$ cat config.mk
export PLATFORM = sky130hd
export DESIGN_NAME = round_robin_task_scheduler
export DESIGN_NICKNAME = d
export VERILOG_FILES = /design/src/hdl/rrts_pkg.sv /design/src/hdl/rrts_cell.sv /design/src/hdl/round_robin_task_scheduler.sv
export SDC_FILE = /design/constraint.sdc
export NUM_CORES = 1
export LEC_CHECK = 0
export BUFFER_PORTS_ARGS = -buffer_cell sky130_fd_sc_hd__buf_2
export CORE_ASPECT_RATIO = 0.7
export CORE_UTILIZATION = 45
export CTS_CLUSTER_DIAMETER = 120
export DETAILED_ROUTE_END_ITERATION = 6
export PLACE_DENSITY = 0.71
export RECOVER_POWER = 25
export SKIP_LAST_GASP = 1
export SYNTH_ARGS = -nofsm -noshare
export SYNTH_HDL_FRONTEND = slang
export SYNTH_SLANG_ARGS = --single-unit
$ cat constraint.sdc
create_clock -name clk_i -period 3 [get_ports clk_i]
set_clock_uncertainty 0.1 [all_clocks]
set_input_delay 0 -clock clk_i [delete_from_list [all_inputs] [get_ports clk_i]]
set_output_delay 0 -clock clk_i [all_outputs]
set_load 0.01 [all_outputs]
$ cat src/hdl/rrts_pkg.sv
// Shared types and request codes for the round-robin task scheduler.
`timescale 1ns / 1ps

package rrts_pkg;

  // Request kinds carried on the input tuser lane
  typedef enum logic [1:0] {
    REQ_TICK  = 2'd0,
    REQ_DELAY = 2'd1,
    REQ_PICK  = 2'd2
  } req_e;

  // Per-cell command, decoded once per request by the sequencer
  typedef struct packed {
    logic tick_en;    // counter advances this cycle
    logic block_en;   // block this task and load its wake tick
    logic above_cur;  // task index is above the current task
  } cell_cmd_t;

  // Search tokens handed from one cell to the next
  typedef struct packed {
    logic pass_a;     // still searching among tasks above the current one
    logic pass_b;     // still searching from the lowest task up
  } search_t;

  // Grants raised by a cell that took one of the search tokens
  typedef struct packed {
    logic a;
    logic b;
  } grant_t;

endpackage

$ cat src/hdl/rrts_cell.sv
// One task slot of the scheduler: blocked flag, wake tick and search link.
`timescale 1ns / 1ps

module rrts_cell
  import rrts_pkg::*;
#(
  parameter int TICK_WIDTH = 32,
  parameter bit IS_IDLE    = 1'b0
) (
  input  logic                  clk_i,
  input  logic                  rst_ni,
  input  cell_cmd_t             cmd_i,
  input  logic [TICK_WIDTH-1:0] new_tick_i,
  input  logic [TICK_WIDTH-1:0] wake_tick_i,
  input  search_t               search_i,
  output search_t               search_o,
  output grant_t                grant_o
);

  logic                  blocked_q, blocked_d;
  logic [TICK_WIDTH-1:0] wake_q;
  logic                  eligible;

  always_comb begin
    blocked_d = blocked_q;
    if (cmd_i.tick_en && blocked_q && (wake_q == new_tick_i)) begin
      blocked_d = 1'b0;
    end
    if (cmd_i.block_en) begin
      blocked_d = 1'b1;
    end
  end

  always_ff @(posedge clk_i or negedge rst_ni) begin
    if (!rst_ni) begin
      blocked_q <= 1'b0;
    end else begin
      blocked_q <= blocked_d;
    end
  end

  always_ff @(posedge clk_i) begin
    if (cmd_i.block_en) begin
      wake_q <= wake_tick_i;
    end
  end

  // Take a token if ready; pass it on otherwise
  assign eligible        = !IS_IDLE && !blocked_q;
  assign grant_o.a       = search_i.pass_a && eligible && cmd_i.above_cur;
  assign grant_o.b       = search_i.pass_b && eligible;
  assign search_o.pass_a = search_i.pass_a && !grant_o.a;
  assign search_o.pass_b = search_i.pass_b && !grant_o.b;

endmodule

$ cat src/hdl/round_robin_task_scheduler.sv
// Top level of the round-robin task scheduler: sequencer, tick counter, cell row.
`timescale 1ns / 1ps

// Each request (tick, delay or pick) is captured from the input stream in the
// idle state; in the execute state that follows, the row of task cells updates
// and the result is loaded into the output register. The update carries the wake
// compare of every cell against the advanced counter, the counter + delay add,
// and the round-robin search, which ripples through the cell row as two tokens:
// the first looks only at tasks above the current one, the second restarts at
// task 1 and covers the wrap, so the current task is found last. Task 0 is idle
// and never takes a token; if no task is ready, idle is chosen. The output
// register holds a result until the sink takes it; while it is full and not
// being taken, the pending request waits and no new request is accepted.
// Counter and wake ticks wrap at TICK_WIDTH bits; tick_now shows the low 32
// bits, running_task the low 3 bits of the task index.
module round_robin_task_scheduler
  import rrts_pkg::*;
#(
  parameter int NUM_TASKS  = 5,
  parameter int TICK_WIDTH = 32
) (
  input  logic        clk_i,
  input  logic        rst_ni,
  input  logic        s_axis_tvalid,
  output logic        s_axis_tready,
  input  logic [31:0] s_axis_tdata,  // [31:0] delay_ticks
  input  logic [1:0]  s_axis_tuser,  // [1:0] req_type
  output logic        m_axis_tvalid,
  input  logic        m_axis_tready,
  output logic [39:0] m_axis_tdata   // [2:0] running_task, [3] switch_request,
                                     // [35:4] tick_now, [39:36] zero
);

  localparam int TaskW = $clog2(NUM_TASKS);
  localparam int WideW = (TICK_WIDTH > 32) ? TICK_WIDTH : 32;
  localparam int IdxW  = (TaskW > 3) ? TaskW : 3;

  typedef enum logic [1:0] {
    ST_IDLE = 2'b01,
    ST_EXEC = 2'b10
  } state_e;

  state_e                state_q, state_d;
  logic [1:0]            req_q;
  logic [31:0]           delay_q;
  logic [TICK_WIDTH-1:0] tick_q, tick_d;
  logic [TaskW-1:0]      cur_q, cur_d;
  logic                  out_valid_q;
  logic [39:0]           out_data_q, out_data_d;

  logic                  s_fire;
  logic                  exec_fire;
  logic                  do_tick, do_delay, do_pick;
  logic                  sw_req;
  logic [WideW-1:0]      delay_wide;
  logic [TICK_WIDTH-1:0] new_tick;
  logic [TICK_WIDTH-1:0] wake_tick;
  logic [WideW-1:0]      tick_wide;
  logic [IdxW-1:0]       cur_wide;

  cell_cmd_t             cmd   [NUM_TASKS];
  search_t               chain [NUM_TASKS+1];
  grant_t                grant [NUM_TASKS];
  logic [NUM_TASKS-1:0]  grant_a_vec, grant_b_vec;
  logic [TaskW-1:0]      pick_a, pick_b, picked;

  // Handshake: one request in flight, captured in idle state
  assign s_axis_tready = (state_q == ST_IDLE);
  assign s_fire        = s_axis_tvalid && s_axis_tready;
  assign exec_fire     = (state_q == ST_EXEC) && (!out_valid_q || m_axis_tready);

  always_comb begin
    do_tick  = 1'b0;
    do_delay = 1'b0;
    do_pick  = 1'b0;
    case (req_q)
      REQ_TICK:  do_tick  = exec_fire;
      REQ_DELAY: do_delay = exec_fire && (cur_q != '0);
      REQ_PICK:  do_pick  = exec_fire;
      default:   ;  // unused code: no change, no switch
    endcase
  end

  // Reduce or extend the delay to the counter width
  assign delay_wide = WideW'(delay_q);
  assign new_tick   = tick_q + TICK_WIDTH'(1);
  assign wake_tick  = tick_q + delay_wide[TICK_WIDTH-1:0];

  // Decode per-cell commands and chain the cells
  assign chain[0] = '{pass_a: 1'b1, pass_b: 1'b1};

  for (genvar i = 0; i < NUM_TASKS; i++) begin : g_cell
    assign cmd[i].tick_en   = do_tick;
    assign cmd[i].block_en  = do_delay && (cur_q == TaskW'(i));
    assign cmd[i].above_cur = (TaskW'(i) > cur_q);

    rrts_cell #(
      .TICK_WIDTH (TICK_WIDTH),
      .IS_IDLE    (i == 0)
    ) u_cell (
      .clk_i       (clk_i),
      .rst_ni      (rst_ni),
      .cmd_i       (cmd[i]),
      .new_tick_i  (new_tick),
      .wake_tick_i (wake_tick),
      .search_i    (chain[i]),
      .search_o    (chain[i+1]),
      .grant_o     (grant[i])
    );

    assign grant_a_vec[i] = grant[i].a;
    assign grant_b_vec[i] = grant[i].b;
  end

  // Encode the one-hot grants; prefer the upper pass, then the wrap pass
  always_comb begin
    pick_a = '0;
    pick_b = '0;
    for (int i = 0; i < NUM_TASKS; i++) begin
      if (grant_a_vec[i]) begin
        pick_a = pick_a | TaskW'(i);
      end
      if (grant_b_vec[i]) begin
        pick_b = pick_b | TaskW'(i);
      end
    end
    if (grant_a_vec != '0) begin
      picked = pick_a;
    end else begin
      picked = pick_b;
    end
  end

  // Next state of the scheduler and result word
  assign tick_d   = do_tick ? new_tick : tick_q;
  assign cur_d    = do_pick ? picked : cur_q;
  assign sw_req   = do_tick || do_delay;
  assign tick_wide = WideW'(tick_d);
  assign cur_wide  = IdxW'(cur_d);
  assign out_data_d = {4'b0000, tick_wide[31:0], sw_req, cur_wide[2:0]};

  always_comb begin
    state_d = state_q;
    case (state_q)
      ST_IDLE: begin
        if (s_fire) begin
          state_d = ST_EXEC;
        end
      end
      ST_EXEC: begin
        if (exec_fire) begin
          state_d = ST_IDLE;
        end
      end
      default: state_d = ST_IDLE;
    endcase
  end

  always_ff @(posedge clk_i or negedge rst_ni) begin
    if (!rst_ni) begin
      state_q     <= ST_IDLE;
      tick_q      <= '0;
      cur_q       <= '0;
      out_valid_q <= 1'b0;
    end else begin
      state_q <= state_d;
      tick_q  <= tick_d;
      cur_q   <= cur_d;
      if (exec_fire) begin
        out_valid_q <= 1'b1;
      end else if (m_axis_tready) begin
        out_valid_q <= 1'b0;
      end
    end
  end

  // Hold the captured request and the result payload
  always_ff @(posedge clk_i) begin
    if (s_fire) begin
      req_q   <= s_axis_tuser;
      delay_q <= s_axis_tdata;
    end
    if (exec_fire) begin
      out_data_q <= out_data_d;
    end
  end

  assign m_axis_tvalid = out_valid_q;
  assign m_axis_tdata  = out_data_q;

`ifndef ASSERT_OFF
  a_cur_in_range: assert property (@(posedge clk_i) disable iff (!rst_ni)
    {1'b0, cur_q} < (TaskW+1)'(NUM_TASKS))
    else $error("current task index out of range");

  a_one_grant_upper: assert property (@(posedge clk_i) disable iff (!rst_ni)
    $onehot0(grant_a_vec) && $onehot0(grant_b_vec))
    else $error("more than one cell took a search token");

  a_no_accept_in_exec: assert property (@(posedge clk_i) disable iff (!rst_ni)
    s_fire |=> !s_axis_tready)
    else $error("request accepted while another is pending");

  a_result_loaded: assert property (@(posedge clk_i) disable iff (!rst_ni)
    exec_fire |=> m_axis_tvalid)
    else $error("result not presented after update");

  a_pick_no_switch: assert property (@(posedge clk_i) disable iff (!rst_ni)
    (exec_fire && (req_q == REQ_PICK)) |=> !m_axis_tdata[3])
    else $error("pick raised a switch request");
`endif

endmodule

## Word-level counts from Yosys, hierarchy flattened

Index checks and enable logic that the tools add are counted.

- Flip-flop bits (word level): 240
- Bits of input ports: 38
- Output and inout bits: 42
- Word-level logic and storage cells: 112

- Add/subtract/negate cells: 2
- Order comparisons: 4
- Eq/ne operators: 14
- Muxes and demuxes: 27
- Reductions and logical operators: 50

Operator list:

| cell | count |
|---|---|
| $eq A32 B32 Y1 | 4 |
| $add A32 B1 Y32 const B | 1 |
| $add A32 B32 Y32 | 1 |
| $mux W32 | 1 |
| $logic_and A1 B1 Y1 | 29 |
| $mux W1 | 15 |
| $mux W2 | 6 |
| $mux W3 | 4 |
| $logic_not A1 Y1 | 10 |
| $reduce_bool A2 Y1 | 5 |
| $eq A3 B2 Y1 const B | 2 |
| $gt A2 B3 Y1 const A | 2 |
| $reduce_bool A5 Y1 | 1 |
| $eq A2 B1 Y1 const B | 2 |
| $eq A2 B2 Y1 const B | 2 |
| $pmux W2 S2 | 1 |
| $eq A3 B1 Y1 const B | 1 |
| $eq A3 B3 Y1 const B | 1 |
| $gt A1 B3 Y1 const A | 1 |
| $gt A3 B3 Y1 const A | 1 |
| $reduce_bool A3 Y1 | 1 |
| $logic_not A2 Y1 | 1 |
| $logic_or A1 B1 Y1 | 2 |
| $ne A2 B1 Y1 const B | 1 |
| 2 further kinds | 2 |

## Longest topological paths before layout

Gate-level depths: netlist of run 1.

- Word-level depth: 16
- Mapped depth: 11
- Gate-level depth less buffers: 11

## Modules after synthesis

A second synthesis of run 1 with hierarchy kept.

- Cell total of the unflattened synthesis: 931
- Area total of the unflattened synthesis: 11771.3 µm²

Modules (own cells, without submodules):

| module | instances | cells an instance | area each (µm²) | seq. area each (µm²) |
|---|---|---|---|---|
| round_robin_task_scheduler | 1 | 598 | 6257.3 | 3054.2 |
| rrts_cell at g_cell[1].u_cell ... | 4 | 82 | 1370.1 | 985.9 |
| rrts_cell at g_cell[0].u_cell | 1 | 5 | 33.8 | 0.0 |

## Worst setup path after synthesis of run 1

No wires, ideal clock.

- Path kind: register -> register
- Start: register tick_q[0]
- End: register g_cell[1].u_cell.wake_q[18], data pin
- Library setup time: 0.272 ns
- Data arrival time: 2.602 ns
- Required time: 2.628 ns
- Setup slack: 0.027 ns
- Cell stages (with the launch flop): 12
- Path buffers: 0
- Period minus slack after synthesis: 2.973 ns
- Cell sequence: dfrtp_1 ha_1 inv_1 fa_1 nor2b_1 o31a_1 o21ai_0 a21oi_1 a31o_2 o21a_1 o21a_1 o311ai_0

- Cells in the longest elaborated chain, start to end: 1

Ends and longest elaborated chain:

| item | line | text |
|---|---|---|
| from (decl) | round_robin_task_scheduler.sv:46 | `logic [TICK_WIDTH-1:0] tick_q, tick_d;` |
| from (signal assigned) | round_robin_task_scheduler.sv:167 | `tick_q <= tick_d;` |
| $add A32 B32 Y32 | round_robin_task_scheduler.sv:87 | `assign wake_tick = tick_q + delay_wide[TICK_WIDTH-1:0];` |
| via g_cell[0].u_cell.wake_tick_i[18] | rrts_cell.sv:14 | `input logic [TICK_WIDTH-1:0] wake_tick_i,` |
| to (signal assigned) | rrts_cell.sv:44 | `wake_q <= wake_tick_i;` |
| to (decl) | rrts_cell.sv:21 | `logic [TICK_WIDTH-1:0] wake_q;` |

The timed path passes the listed nets, and every way through them passes these cells.
A chain may end at the register's enable or synchronous reset.

## Worst setup path after layout of run 1

- Start: register tick_q[0]
- End: register g_cell[2].u_cell.blocked_q

- Cells in the longest elaborated chain, start to end: 4

Ends and longest elaborated chain:

| item | line | text |
|---|---|---|
| $add A32 B1 Y32 | round_robin_task_scheduler.sv:86 | `assign new_tick = tick_q + TICK_WIDTH'(1);` |
| $eq A32 B32 Y1 | rrts_cell.sv:26 | `if (cmd_i.tick_en && blocked_q && (wake_q == new_tick_i)) begin` |
| $logic_and A1 B1 Y1 | rrts_cell.sv:26 |  |
| $reduce_bool A2 Y1 (no line) | n/a |  |
| to (signal assigned) | rrts_cell.sv:38 | `blocked_q <= blocked_d;` |
| to (decl) | rrts_cell.sv:20 | `logic blocked_q, blocked_d;` |

No other way between the ends.

==> metrics.txt, run 1 <==
outcome complete, but fails checks; failing checks max-capacitance violations, max-slew violations, negative setup slack; top layer in use met5; DRT iter0 DRCs 1020; f_max 0.309 GHz; Clk Latency, worst-skew pair 530 ps; Reg-to-Reg End g_cell[2].u_cell.blocked_q; P_sw 2.71 mW; combinational fraction of design power 0.235; Num CTS Buffers 25; Worst path max stage delay 490 ps; post-layout min period 3230 ps; PortBufs 75; Reg clk slew, reported paths 60 ps; Int Power just over 7 mW; number of global-route vias before repair 9292; IO Count 80; Slew HR -0.580; WL met1 17300 microns; Max-Cap Viols 1; number of synthesized flops with an enable pin 198; crit-path cells buf_6 -> ha_4 -> nand4_1 -> or3_4 -> buf_6 -> or3_4 -> buf_12 -> nor2_8 -> buf_6 -> xnor2_4 -> a221o_1 -> nor3_2 -> a31oi_1; drt via density 5.65; most instantiated library cell after synthesis edfxtp_1; Switching Share 0.276; routed wl met3 between 3000 and 4000 microns; post-synthesis sequential area ratio 0.567; Worst setup SP type register; first-pass GRT wire length 55500 microns; ys flop type edfxtp_1; most frequent CP cell buf_6; Max FO, Critical Path 4; Initial Util 0.460; crit path DAT 3540 ps; Worst Slack Setup Final -233 ps; crit path kind register to register; area share of the largest cell type after synthesis 0.482; Avg WL per Cell around 22 microns; Critical Path RT 3310 ps; first drt pass iteration count 6; die width 200 microns; hold depth 2; Core Box Area roughly 27000 sq um; #FFs+latches synth 240; die footprint roughly 28000 sq um; setup slack, reg-to-reg -230 ps; htree depth 1; met2 wire length 15700 microns; CP max stage cell or3_4; CTS Root Cell clkbuf_16; Final GP Congestion 0.965; Warnings, synthesis 0; Clock Tree Buf Depth 3; CTS tree done; ANT cells 0; pwr/cell area 591 nW/um^2; Static Leak 6.21 nW; antenna violations before repair 2; largest area contributor in the netlist edfxtp_1; Worst Tran Pin Value approximately 2400 ps; Syn Area/Cell approximately 12 sq um; ANT nets after route 0; Post-Syn Area approximately 12000 sq um; grt total ovfl 0; hold_sp s_axis_tdata[15]; Synth cell types 76; VDD IR-drop max 396 uV; DRC viols 0; total track usage 0.267; Layout area overhead 34.2%; Synth area leaders edfxtp_1 48%, xnor2_1 9.3%, dfrtp_1 8.3%, xor2_1 5.4%, ha_1 3.2%; Rows 50; Cells after Synth slightly above 1k; fin util 0.617; Post-Route WL 37500 microns; reg2reg start tick_q[0]; most frequent cells after synthesis 198 x edfxtp_1, 131 x xnor2_1, 76 x xor2_1; WHS Endpoint delay_q[15]; largest net degree at the start of global routing 36; reg2reg path depth 13; Async S/R FF share, synth 0.175; Tcrit/Tclk final 1.08; Clk pwr share 0.354; hold crit path type primary input to register; routed via count 9664; part of the power in registers 0.411; nets 1397; layout cells sized above 1 0.320; HPWL Detailed 26500 microns; Hold WS 69.7 ps; final setup vio count 31; CTS sink cnt 240; RSZ-0062 raised after global routing true; die height 141 microns; Slew Limit Fails 36; crit path capture type register; Final Hold Vio Count 0; worst slack, placed -465 ps; setup TNS -2760 ps
[flip-flops by register name (all words and copies together), names as in the netlist]
signal                   cells
tick_q                      32
state_q                      2
cur_q                        3
delay_q                     32
req_q                        2
g_cell.u_cell.blocked_q      4
m_axis_tvalid                1
g_cell.u_cell.wake_q       128
m_axis_tdata                36
[cells in the final DEF, fill, tap and decap left out, drive strengths merged, types with 12 or more instances in the layout]
cell type and n:
o21ai 39, a21o 13, nor3 27, nand3 22, dfrtp 41, o21a 12
inv 23, nor2 66, edfxtp 198, nor4 20, xnor2 132, nand4 23
buf 288, xor2 76, a21oi 38, nand2 57, dlygate4sd3 36, ha 32
clkbuf 38
[cell families (layout without fill, tap and decap cells)]
logic type,Yosys count,after routing,share of synthesized area
simple gates,281,281,0.123
fa+ha+maj,33,33,0.0341
mux,1,1,0.000811
other cells,1,4,0.000304
flops,240,240,0.567
xor+xnor,208,208,0.148
compound gates,182,182,0.101
buf+inv,67,396,0.0255
[per-stage QoR]
step | power (mW) | cells | cell area (sq um)
2_1_floorplan | 5.20 | 1016 | 12400
4_1_cts | 9.71 | 1700 | 16200
6_report | 9.80 | 1709 | 16600
3_3_place_gp | 5.98 | 1605 | 14400
5_1_grt | 10.2 | 1709 | 16600
3_5_place_dp | 6.02 | 1605 | 14400
[layout make-up]
cell class,instances,area [sq um]
Clock buffer,34,689
Clock inverter,12,220
Fill cell,2065,10300
Inverter,22,82.6
Multi-Input combinational cell,709,5690
Sequential cell,240,7000
Tap cell,364,455
Timing Repair Buffer,328,2430
[routing by layer]
metal  global-route usage  vias to the layer above
met1                0.408                     4740
met2                0.384                      490
li1                     -                     4369
met3               0.0634                       61
met4               0.0554                        4
met5                    0                        -
[worst max-delay path: cells and delay by family (launching register included)]
kind / cells / cell delay [ps]
buffers and inverters: 4 / 550
XOR/XNOR: 1 / 90
flip-flops: 1 / 390
adder cells (fa/ha/maj): 1 / 130
AND/OR/NAND/NOR: 5 / 1360
AO/OA/AOI/OAI: 2 / 470
[what timing repair did]
| item | CTS | global route |
|---|---|---|
| buffers inserted | 16 | 13 |
| resized for setup | 75 | 51 |
| hold endpoints to repair | 70 | 0 |
| pin swaps | 42 | 38 |
| cloned | 0 | 0 |
| endpoints found under the setup margin | 64 | 69 |
| hold buffers | 36 | 0 |
[power by group through the flow]
stage / clock, mW / sequential [mW] / combinational, mW
final: 3.47 / 4.02 / 2.31
after floorplan: 0 / 4.06 / 1.14
after global placement: 0 / 4.07 / 1.91
after global routing: 3.64 / 4.04 / 2.48
after detailed placement: 0 / 4.08 / 1.94
after CTS: 3.51 / 4.02 / 2.18
[how the worst max path moves through the flow]
stage | start | to | cells after the start
5_1_grt | tick_q[0] | g_cell[2].u_cell.blocked_q | 13
6_report | tick_q[0] | g_cell[2].u_cell.blocked_q | 13
4_1_cts | tick_q[0] | g_cell[3].u_cell.wake_q[30] | 13
2_1_floorplan | tick_q[0] | g_cell[1].u_cell.wake_q[18] | 11
3_3_place_gp | tick_q[0] | g_cell[2].u_cell.blocked_q | 13
3_5_place_dp | tick_q[0] | g_cell[2].u_cell.blocked_q | 13
Note: power is estimated with default switching activity, not from simulation.
==> run 2, diff against run 1 <==
--- a/config.mk
+++ b/config.mk
@@ -10,9 +10,11 @@
 export CORE_UTILIZATION = 45
 export CTS_CLUSTER_DIAMETER = 120
 export DETAILED_ROUTE_END_ITERATION = 6
-export PLACE_DENSITY = 0.71
+export PLACE_DENSITY = 0.68
 export RECOVER_POWER = 25
+export REMOVE_ABC_BUFFERS = 1
 export SKIP_LAST_GASP = 1
 export SYNTH_ARGS = -nofsm -noshare
 export SYNTH_HDL_FRONTEND = slang
+export SYNTH_HIERARCHICAL = 1
 export SYNTH_SLANG_ARGS = --single-unit
==> constraint.sdc (replaced) <==
create_clock -name clk_i -period 3.2 [get_ports clk_i]
set_clock_uncertainty 0.1 [all_clocks]
set_input_delay 0 -clock clk_i [delete_from_list [all_inputs] [get_ports clk_i]]
set_output_delay 0 -clock clk_i [all_outputs]
set_load 0.01 [all_outputs]
==> run 2 against run 1 <==
  * The flow still finishes with violations (max-capacitance violations, max-slew violations, negative setup slack)
  * Design area down 11%
  * Setup slack better by 200 ps
  * Fmax about the same
  * Largest cell class unchanged
==> metrics.txt, run 2 <==
Cells after Synth 928 (-8.4%); Non-Filler Instances 1500 (-12%); VDD IR-drop max 406 uV (+2.3%); Tcrit/Tclk final 1.01 (-0.0664); number of global-route vias before repair 7953 (-14%); commonest cells after routing, fill and taps aside 198 x edfxtp_1, 114 x xor2_1, 104 x buf_4; Final GP Congestion 0.916 (-5.1%); Largest register FFs 128 (unchanged); worst slack, placed -405 ps (+60.2 ps); Hold WS 76.1 ps (+6.36 ps); final instance area 14700 sq um (-11%); die height 137 microns (-2.4%); first drt pass iteration count 5 (-1); Core Box Area 25700 sq um (-4.3%); most frequent CP cell buf_4; outcome complete, but fails checks; crit-path cells nand3_4 -> or4_4 -> nor2_4 -> nand4_1 -> nor2_1 -> xor2_1 -> buf_4 -> buf_4 -> xor2_1 -> nor4_1 -> buf_4 -> nand4_1 -> nor4_1 -> a41oi_1; Num CTS Buffers 25 (unchanged); final setup vio count 1 (-97%); CTS Root Cell clkbuf_16; failing checks max-capacitance violations, max-slew violations, negative setup slack; drt via density 5.43 (-4.0%); Final Hold Vio Count 0 (unchanged); fin util 0.573 (-0.0448); post-layout min period 3240 ps (+3.05 ps); die width 195 microns (-2.4%); Reg clk slew, reported paths 60 ps (about the same); f_max 0.309 GHz (about the same); post-layout power 7.50 mW (-23%); Worst path max stage delay 540 ps (+50 ps); hold crit path type primary input to register; routed via count 8145 (-16%); largest net degree at the start of global routing 43 (+19%); fill count 2113 (+2.3%); pwr/cell area 510 nW/um^2 (-14%); Rows 49 (-2.0%); Worst Tran Pin Value 2660 ps (+288 ps); DP Cell Count 1410 (-12%); Max FO, Critical Path 4 (unchanged); ANT cells 0 (unchanged); Clock Tree Buf Depth 3 (unchanged); HPWL Detailed 22400 microns (-16%); setup TNS -36.1 ps (+2720 ps); total track usage 0.235 (-0.0321); first-pass GRT wire length 47000 microns (-15%); Warnings, synthesis 6 (+6); Layout area overhead 25.2%; Biggest register g_cell.u_cell/wake_q; Max-Cap Viols 1 (unchanged); nets 1221 (-13%); Initial Util 0.457 (-0.00255); CTS sink cnt 240 (unchanged); RSZ-0062 raised after global routing true; ANT nets after route 0 (unchanged); grt total ovfl 0 (unchanged); crit path kind register to register; antenna violations before repair 0 (-2); Slew Limit Fails 43 (+19%); Avg WL per Cell 20.7 microns (-5.8%); PortBufs 75 (unchanged); DRT iter0 DRCs 840 (-18%); Clk Latency, worst-skew pair 530 ps (about the same); Worst Slack Setup Final -36.1 ps (+197 ps); Top Family by Delay on Critical Path simple AND/OR/NAND/NOR gates; dpl cell area 13200 sq um (-8.4%); Post-Route WL 31000 microns (-17%); Static Leak 5.85 nW (-5.7%); Critical Path RT 3490 ps (+180 ps); Post-Syn Area 11800 sq um (-4.8%); IO Count 80 (unchanged); Worst setup SP type register; layout cells sized above 1 0.211 (-0.108); htree depth 1 (unchanged); DRC viols 0 (unchanged); crit path DAT 3530 ps (about the same); CP max stage cell or4_4; Slew HR -0.772 (-0.192); Syn Area/Cell 12.7 sq um (+3.9%); commonest non-fill, non-tap cell in the layout edfxtp_1; crit path capture type register; CTS tree done; Buf/Inv on CP 3 (-1); die footprint 26800 sq um (-4.8%)
run 2: power breakdown:
part / leakage, nW / switching, mW / total (mW) / internal [mW]
clock: 0.419 / 1.18 / 3.00 / 1.82
combinational: 3.03 / 0.515 / 0.844 / 0.328
sequential: 2.41 / 0.0981 / 3.66 / 3.56
run 2: layout make-up:
type	count	area [sq um]	area share
multi-input combinational	645	4840	0.329
timing repair buffer	220	1540	0.104
clock buffer	37	731	0.0497
sequential	240	7000	0.476
clock inverter	9	125	0.00851
inverter	18	67.6	0.00459
tap	331	414	0.0282
run 2: metal layers:
metal	global-route usage	up-vias	wire length (microns)	part of all wire
li1	-	3820	-	-
met1	0.353	4049	14800	0.48
met2	0.370	238	14000	0.45
met3	0.0321	38	1740	0.056
met4	0.0394	0	475	0.015
met5	0	-	0	0
run 2: what timing repair did:
action,in CTS,in global routing
resized for setup,22,26
hold buffers,36,0
endpoints found under the setup margin,4,40
setup buffers,2,6
pin swaps,15,16
hold endpoints to repair,78,0
run 2: final timing paths:
| path | from | to | slack, ps | cells past startpoint |
|---|---|---|---|---|
| setup / recovery | tick_q[7] | g_cell[3].u_cell/blocked_q | -40 | 14 |
| hold / removal | s_axis_tdata[19] | delay_q[19] | 80 | 2 |
| setup reg to reg | tick_q[7] | g_cell[3].u_cell/blocked_q | -40 | 14 |
| hold reg to reg | state_q[1] | m_axis_tvalid | 440 | 2 |
| max in group asynchronous | rst_ni | tick_q[4] | 740 | 2 |
| min in group asynchronous | rst_ni | tick_q[21] | 760 | 2 |
==> run 3, diff against run 2 <==
--- a/config.mk
+++ b/config.mk
@@ -13,7 +13,7 @@
 export PLACE_DENSITY = 0.68
 export RECOVER_POWER = 25
 export REMOVE_ABC_BUFFERS = 1
-export SKIP_LAST_GASP = 1
+export SKIP_CTS_REPAIR_TIMING = 1
 export SYNTH_ARGS = -nofsm -noshare
 export SYNTH_HDL_FRONTEND = slang
 export SYNTH_HIERARCHICAL = 1
==> run 3 against run 2 <==
  * The run still ends with max-capacitance violations, max-slew violations, negative setup slack left
  * Setup slack worse by 81 ps
  * Total power hardly changed
  * Die area is the same
  * Critical endpoint is now g_cell[2].u_cell/blocked_q
  * First-iteration DRC count up 1.7%
  * Via count rose by 0.48%
  * Sequential power about the same
  * Routed wire length down 0.29%
  * Fmax decreased by 2.4%
==> metrics.txt, run 3 (same netlist as run 2, synthesis figures left out) <==
outcome complete, but fails checks; failing checks max-capacitance violations, max-slew violations, negative setup slack; Num CTS Buffers 25 (unchanged); Final Hold Vio Count 0 (unchanged); Rows 49 (unchanged); DRC viols 0 (unchanged); Final GP Congestion 0.916 (unchanged); grt total ovfl 0 (unchanged); layout cells sized above 1 0.216 (+0.00439); pwr/cell area 508 nW/um^2 (-0.34%); final setup vio count 2 (+1); hold crit path type primary input to register; drt via density 5.44 (+0.21%); CTS sink cnt 240 (unchanged); CP startpoint tick_q[1]; CTS Root Cell clkbuf_16; fin util 0.574 (+0.00190); Reg-to-Reg End g_cell[2].u_cell/blocked_q; Max FO, Critical Path 8 (+4); Slew Limit Fails 43 (unchanged); number of global-route vias before repair 7791 (-2.0%); die height 137 microns (unchanged); Static Leak 5.87 nW (+0.40%); Critical Path RT 3480 ps (about the same); Clk pwr share 0.400 (about the same); met2 wire length 13800 microns (-1.3%); top layer in use met4; largest net degree at the start of global routing 43 (unchanged); Worst Tran Pin Value 2590 ps (-69.3 ps); die footprint 26800 sq um (unchanged); Worst setup SP type register; Avg WL per Cell 20.6 microns (-0.56%); Largest register FFs 128 (unchanged); Clk Latency, worst-skew pair 520 ps (about the same); first drt pass iteration count 5 (unchanged); part of the power in registers 0.488 (about the same); reg2reg path depth 14 (unchanged); reg2reg start tick_q[1]; VDD IR-drop max 427 uV (+5.2%); Core Box Area 25700 sq um (unchanged); Reg clk slew, reported paths 60 ps (about the same); Buf/Inv on CP 3 (unchanged); CP Capture Point g_cell[2].u_cell/blocked_q; crit-path cells ha_4 -> nand3_4 -> nor4_4 -> buf_4 -> buf_6 -> and2_4 -> nand3_1 -> xnor2_2 -> buf_4 -> xor2_1 -> nor4_2 -> nand4b_1 -> nor4_2 -> a41oi_1; WL met1 14700 microns (-0.58%); routed wl met3 1900 microns (+9.1%); HPWL Detailed 22400 microns (unchanged); Slew HR -0.725 (+0.0462); post-layout power 7.50 mW (about the same); Clock Tree Buf Depth 3 (unchanged); Worst path depth 14 (unchanged); Worst Slack Setup Final -117 ps (-81.0 ps); routed via count 8184 (+0.48%); Tcrit/Tclk final 1.04 (+0.0253); Worst path max stage delay 420 ps (-120 ps); DRT iter0 DRCs 854 (+1.7%); CTS tree done; crit path DAT 3600 ps (+70 ps); IO Count 80 (unchanged); combinational fraction of design power 0.112 (about the same); Int Power 5.71 mW (about the same); Biggest register g_cell.u_cell/wake_q; commonest cells after routing, fill and taps aside 198 x edfxtp_1, 113 x xor2_1, 106 x buf_4; Layout area overhead 25.6%; Hold WS 77.2 ps (+1.08 ps); f_max 0.301 GHz (-2.4%); total track usage 0.230 (-0.00532); RSZ-0062 raised after global routing true; antenna violations before repair 0 (unchanged); ANT nets after route 0 (unchanged); crit path capture type register; CP max stage cell dfrtp_1; nets 1225 (+0.33%); Top Family by Delay on Critical Path simple AND/OR/NAND/NOR gates; Post-Route WL 30900 microns (-0.29%); P_sw 1.79 mW (about the same); Max-Cap Viols 1 (unchanged); PortBufs 75 (unchanged); ANT cells 0 (unchanged); Initial Util 0.457 (unchanged); setup slack, reg-to-reg -120 ps (-80 ps); htree depth 1 (unchanged); crit path kind register to register; commonest non-fill, non-tap cell in the layout edfxtp_1; Switching Share 0.239 (about the same); first-pass GRT wire length 46000 microns (-2.2%); die width 195 microns (unchanged); post-layout min period 3320 ps (+81.0 ps)
-- run 3: worst register-to-register path, cell delays in order (launching register included) --
cell and delay (ps):
dfrtp_1 420, ha_4 180, nand3_4 110, nor4_4 360, buf_4 170, buf_6 120
and2_4 160, nand3_1 140, xnor2_2 170, buf_4 160, xor2_1 170, nor4_2 280
nand4b_1 190, nor4_2 320, a41oi_1 140
-- run 3: layer usage --
layer / global-route usage / up-vias
met5: 0 / -
met4: 0.0389 / 0
met3: 0.0304 / 40
met2: 0.355 / 264
met1: 0.350 / 4060
li1: - / 3820
-- run 3: stage by stage --
stage	worst slack [ps]	std cells	TNS (ps)	area, sq um
2_1_floorplan	-2660	903	-243940	11600
3_3_place_gp	-333	1410	-976	13200
3_5_place_dp	-405	1410	-1340	13200
4_1_cts	-417	1456	-1380	14100
5_1_grt	-300	1504	-1060	14800
6_report	-117	1504	-158	14800
-- run 3: worst min path at each step --
stage	depth (start not counted)	from	to	slack, ps
finish	2	s_axis_tdata[0]	delay_q[0]	80
global route	2	s_axis_tdata[0]	delay_q[0]	60
CTS	1	s_axis_tdata[7]	delay_q[7]	-470
detailed placement	1	s_axis_tdata[17]	delay_q[17]	80
global placement	1	s_axis_tdata[16]	delay_q[16]	80
floorplan	0	rst_ni	cur_q[0]	-400
-- run 3: final cells by class --
class	count	area [sq um]
fill	2102	10900
tap	331	414
timing repair buffer	224	1570
clock buffer	37	731
inverter	18	67.6
clock inverter	9	125
sequential	240	7000
multi-input combinational	645	4850
-- run 3: power groups by stage --
stage	logic, mW	clock network (mW)	registers, mW
2_1_floorplan	0.449	0	3.70
3_3_place_gp	0.768	0	3.71
3_5_place_dp	0.775	0	3.72
4_1_cts	0.780	3.05	3.65
5_1_grt	0.920	3.17	3.67
6_report	0.843	3.00	3.66
